$ cat src/hw/rtl/smt_pkg.sv
// Shared types and constants for the score memo table.
// Used by smt_cell and score_memo_table_core; no dependencies.
package smt_pkg;

  localparam int DEPTH_DEF = 256;
  localparam int NODES_DEF = 32;

  localparam int CNT_W   = 9;
  localparam int SCORE_W = 64;
  localparam int DROP_W  = 16;
  localparam int ID_W    = 5;
  localparam int PSET_IN_W = 32;

  localparam logic [DROP_W-1:0] DROP_MAX = '1;

  typedef enum logic [1:0] {
    MODE_LOOKUP = 2'd0,
    MODE_STORE  = 2'd1,
    MODE_CLEAR  = 2'd2
  } smt_mode_t;

  typedef enum logic [2:0] {
    ST_LOOKUP  = 3'd0,
    ST_STORED  = 3'd1,
    ST_DROPPED = 3'd2,
    ST_ABORT   = 3'd3,
    ST_CLEARED = 3'd4
  } smt_status_t;

  // configuration register indexes
  localparam logic CFG_CAPACITY = 1'b0;
  localparam logic CFG_ENFORCE  = 1'b1;

  // one request travelling down the cell row, with its result fields
  typedef struct packed {
    logic                valid;
    logic                is_lookup;
    logic [CNT_W-1:0]    limit;
    logic                hit;
    logic [SCORE_W-1:0]  score;
    smt_status_t         status;
    logic [CNT_W-1:0]    used;
    logic                flag;
    logic [DROP_W-1:0]   drop;
  } smt_tok_t;

  // broadcast entry write
  typedef struct packed {
    logic                valid;
    logic [CNT_W-1:0]    idx;
    logic [SCORE_W-1:0]  score;
  } smt_wr_t;

endpackage

$ cat src/hw/rtl/smt_cell.sv
// One cell of the memo row: holds one entry and one stage of the request pipe.
// Depends on smt_pkg.
module smt_cell #(
  parameter int KEY_W = 37,
  parameter int IDX   = 0
) (
  input  logic              clk,
  input  logic              rst,
  input  logic              advance,
  input  smt_pkg::smt_tok_t in_tok,
  input  logic [KEY_W-1:0]  in_key,
  output smt_pkg::smt_tok_t out_tok,
  output logic [KEY_W-1:0]  out_key,
  input  smt_pkg::smt_wr_t  wr,
  input  logic [KEY_W-1:0]  wr_key
);
  import smt_pkg::*;

  logic [KEY_W-1:0]   entry_key;
  logic [SCORE_W-1:0] entry_score;
  logic               match;
  smt_tok_t           tok_next;

  // only entries below the used count seen at issue take part
  assign match = in_tok.valid && in_tok.is_lookup && !in_tok.hit &&
                 (32'(in_tok.limit) > 32'(IDX)) && (in_key == entry_key);

  always_comb begin
    tok_next = in_tok;
    if (match) begin
      tok_next.hit   = 1'b1;
      tok_next.score = entry_score;
    end
  end

  always_ff @(posedge clk) begin
    if (wr.valid && (32'(wr.idx) == 32'(IDX))) begin
      entry_key   <= wr_key;
      entry_score <= wr.score;
    end
  end

  // valid is the only field with a reset; payload just follows the pipe
  always_ff @(posedge clk) begin
    if (rst) begin
      out_tok.valid <= 1'b0;
    end else if (advance) begin
      out_tok.valid <= tok_next.valid;
    end
    if (advance) begin
      out_tok.is_lookup <= tok_next.is_lookup;
      out_tok.limit     <= tok_next.limit;
      out_tok.hit       <= tok_next.hit;
      out_tok.score     <= tok_next.score;
      out_tok.status    <= tok_next.status;
      out_tok.used      <= tok_next.used;
      out_tok.flag      <= tok_next.flag;
      out_tok.drop      <= tok_next.drop;
      out_key           <= in_key;
    end
  end

endmodule

$ cat config.mk
export PLATFORM = sky130hd
export DESIGN_NAME = smt_cell
export DESIGN_NICKNAME = d
export VERILOG_FILES = /design/src/hw/rtl/smt_pkg.sv /design/src/hw/rtl/smt_cell.sv
export SDC_FILE = /design/constraint.sdc
export NUM_CORES = 1
export LEC_CHECK = 0
export BUFFER_PORTS_ARGS = -buffer_cell sky130_fd_sc_hd__buf_2
export CAP_MARGIN = 20
export CORE_AREA = 2 2 155 157
export CTS_CLUSTER_DIAMETER = 80
export DETAILED_ROUTE_END_ITERATION = 6
export DIE_AREA = 0 0 157 159
export PLACE_DENSITY = 0.63
export SYNTH_ARGS = -nofsm -noshare
export SYNTH_HDL_FRONTEND = slang
export SYNTH_SLANG_ARGS = --single-unit
$ cat constraint.sdc
create_clock -name clk -period 9.2 [get_ports clk]
set_input_delay 1.84 -clock clk [delete_from_list [all_inputs] [get_ports clk]]
set_output_delay 1.84 -clock clk [all_outputs]
set_load 0.05 [all_outputs]
### Word-level counts from Yosys, hierarchy flattened

Index checks and enable logic that the tools add are counted.

* bits of input ports: 256
* ROM bits: 0
* word-level logic and storage cells: 22
* flip-flop bits (word level): 243
* output and inout port bits: 142
* RAM bits: 0
* latch bits: 0
* memories: 0

* $mul: 0
* reductions and logical operators: 7
* bitwise logic cells: 0
* eq/ne operators: 1
* magnitude comparators: 1
* divide/modulo/power cells: 0
* shifts and indexed selects: 0
* add/subtract/negate cells: 0
* muxes and demuxes: 1

Operators by type and width (number)
* $mux W64: 1
* $eq A37 B37 Y1: 1
* $gt A9 B1 Y1 const B: 1
* $logic_not A9 Y1: 1
* $logic_and A1 B1 Y1: 5
* $logic_not A1 Y1: 1

### Depth between registers and ports, before layout

* depth after elaboration: 5
* gate-level depth with buffers: 7
* gate-level depth less buffers: 5

### Worst setup path after synthesis

OpenSTA, ideal clock, no wires.

* kind: input -> register
* from: input port wr[65] in the netlist's numbering
* to: register entry_key[0], enable pin
* arrival: 4.546 ns
* path buffers: 0
* setup time: 0.473 ns
* stages on the path: 2
* path slack: 4.181 ns
* required time: 8.727 ns
* cell sequence: nor4_1 -> and4b_1

* word-level cells in the longest chain between the ends: 2

Ends and longest elaborated chain
* from (decl): line smt_cell.sv:14 `input smt_pkg::smt_wr_t wr,`
* $logic_not A9 Y1: line smt_cell.sv:37 `if (wr.valid && (32'(wr.idx) == 32'(IDX))) begin`
* $logic_and A1 B1 Y1: line smt_cell.sv:37
* to (signal assigned): line smt_cell.sv:38 `entry_key <= wr_key;`
* to (decl): line smt_cell.sv:19 `logic [KEY_W-1:0] entry_key;`

Every way passes these cells.
A chain may end at the register's enable or synchronous reset.

==> impl_metrics.csv <==
group,metric,value,unit
grt,grt_use_total,15.7,%
grt,grt_pass1_wl,29700,um
worst_setup_path,crit_required,9460,ps
cts,cts_max_level,1,
floorplan,rows,56,
sta,worst_pin_slew,1000,ps
sta,max_freq,222,MHz
worst_setup_path,worstPathArrival,4770,ps
cts,clk_latency,520,ps
final_layout,design_area,11700,um2
placement,routabilityCongestion,0.778,
sta,clock-skew-final,8.80,ps
routing,dr.pass1.iters,4,
worst_setup_path,cp_max_fo,45,
placement,dp_hpwl,14600,um
routing,antenna_left,0,
worst_setup_path,worst_setup_path_start_kind,"input pin",
worst_setup_path,crit-reg2reg-launch,"entry_key[12]$_DFFE_PP_",
floorplan,die_area,25000,um2
grt,grt_max_degree,80,
floorplan,core-area,23200,um2
power,total_leakage_power,4.72,nW
final_layout,area_growth_syn_to_layout,37.2,%
sta,fin_crit_sh,49.1,%
cts,root_buffer,"clkbuf_16",
cts,postCtsSetupBuffers,0,
synthesis,syn-cell-area,8560,um2
worst_setup_path,crit_path_end_kind,"flip-flop",
floorplan,die_h,159,um
final_layout,drive_gt1_share,55.5,%
synthesis,syn_area_per_cell,22.8,um2
power,p_per_area,222,nW/um2
sta,tns,0,ps
sta,worst_slack,4690,ps
routing,routed_wl,20200,um
routing,via_per_inst,4.38,
synthesis,synth_area_leaders,"edfxtp_1 85%, mux2_1 6.4%, xor2_1 3.8%",
min_path,hp-class,"flip-flop to flip-flop",
cts,cts_sinks,243,
outcome,status,"complete, no violations",
sta,hold_viol,0,
final_layout,finalNonFillerCells,1140,
floorplan,die_w,157,um
floorplan,boundaryPins,398,
cts,clk_pin_slew,60,ps
synthesis,synth_top_area_cell,"edfxtp_1",
grt,antenna_found_initial,4,
sta,slew_headroom,33.1,%
grt,grt.overflow.total,0,
power,irDropWorstVdd,0.000137,V
sta,maxSlewViolCount,0,
routing,wl_per_cell,17.7,um
synthesis,syn_nets,632,
cts,cts_resized,0,
grt,grt_pass1_vias,5370,
worst_setup_path,crit_slowest_cell,"nor3_4",
placement,dp_cells,1088,
job,drv_cap,0,
placement,pre_cts_ws,4020,ps
synthesis,yosysWarnings,0,
routing,drc_errors,0,
worst_setup_path,cp_slowest_stage_delay,900,ps
cts,cts_tree,"done",
final_layout,final_nets,1054,
sta,grt_setup_unrepaired,"false",
sta,setup_viol,0,
worst_setup_path,worstPathCellList,"buf_2, xor2_1, nor4_1, nand4_1, nor3_4, buf_4, mux2_1",
cts,ctsHoldBuffers,0,
cts,cts_buffers,27,
placement,dpl-instance-area,10900,um2
synthesis,ys_ff_latch,243,
sta,min_period,4510,ps
routing,vias,4995,
worst_setup_path,crit_type,"input pin to flip-flop",
min_path,min-delay-start,"out_tok[104]$_SDFFE_PP0P_",
worst_setup_path,crit_start,"in_key[12]",
synthesis,yosysSeqAreaShare,85.2,%
placement,place.port_buffers,397,
floorplan,initial_core_util,36.9,%
synthesis,synth_top_area_share,84.9,%
synthesis,synth_cells,376,
synthesis,yosysUniqueCellTypes,18,
routing,drt-initial-drc-count,188,
cts,cts.path.max_buffers,3,
placed cells by master (no fill, tap or decap), drive strengths merged:
| cell type | n |
|---|---|
| and4b | 1 |
| buf | 400 |
| bufinv | 1 |
| clkbuf | 41 |
| clkinv | 5 |
| clkinvlp | 1 |
| dfxtp | 1 |
| diode | 3 |
| edfxtp | 242 |
| inv | 1 |
| mux2 | 64 |
| mux2i | 1 |
| nand2 | 1 |
| nand3 | 2 |
| nand4 | 2 |
| nor2 | 2 |
| nor3 | 3 |
| nor4 | 12 |
| or2 | 1 |
| xor2 | 37 |
per-stage QoR:
| stage | total power [mW] | util (%) | hold WS (ps) |
|---|---|---|---|
| after floorplan | 1.51 | - | 508 |
| after global placement | 1.63 | 47.0 | 496 |
| after detailed placement | 1.63 | 47.0 | 505 |
| after CTS | 2.64 | 50.6 | 522 |
| after global routing | 2.70 | 50.6 | 544 |
| final | 2.61 | 50.6 | 524 |
flip-flops by register name, summed over array words and instances, names as in the netlist:
name         flops
entry_key       37
out_tok        105
out_key         37
entry_score     64
Yosys cell counts, drive strengths merged:
library cell	count
or2	1
mux2i	1
buf	7
and4b	1
dfxtp	1
nand4	2
xor2	37
nor4	12
edfxtp	242
nand2	1
nor3	3
nor2	2
nand3	2
mux2	64
path summary, 6_finish.rpt:
| kind | end | slack [ps] | cells after the start |
|---|---|---|---|
| hold / removal | out_tok[104]$_SDFFE_PP0P_ | 520 | 2 |
| setup / recovery | out_tok[64]$_DFFE_PP_ | 4690 | 7 |
| setup reg to reg | out_tok[64]$_DFFE_PP_ | 5710 | 6 |
| hold reg to reg | out_tok[104]$_SDFFE_PP0P_ | 520 | 2 |
per-layer routing:
layer	global-route usage, %	vias up	share of wire (%)	wire length (um)
met5	0	-	0	0
met1	17.0	2335	36	7280
met4	6.42	0	3.5	714
li1	-	2340	-	-
met3	5.36	49	10	2040
met2	27.7	271	50	10200
worst max-delay path, delay by kind of cell:
| family | cells | cell delay (ps) |
|---|---|---|
| XOR/XNOR | 1 | 130 |
| multiplexers | 1 | 400 |
| AND/OR/NAND/NOR | 3 | 1590 |
| buffers and inverters | 2 | 740 |
power by group:
part	switching (mW)	leakage (nW)	internal, mW
clock network	0.412	0.397	0.587
registers	0.0122	2.30	1.28
logic	0.237	2.03	0.0825
logic make-up (layout without fill, tap and decap cells):
kind of cell / after synthesis / in the layout / synth area share [%]
xor+xnor: 37 / 37 / 3.79
mux: 65 / 65 / 8.54
flops: 243 / 243 / 85.2
buf+inv: 7 / 449 / 0.804
simple gates: 24 / 24 / 1.70
other cells: 0 / 3 / 0
area by class of cell:
cell class	instances	area (um2)
clock inverters	8	70.1
clock buffers	41	748
multi-input cells	126	1210
diodes	3	7.51
flip-flops and latches	243	7290
fillers	2004	11500
well taps	319	399
repair buffers	400	2020
Note: power is estimated with default switching activity, not from simulation.
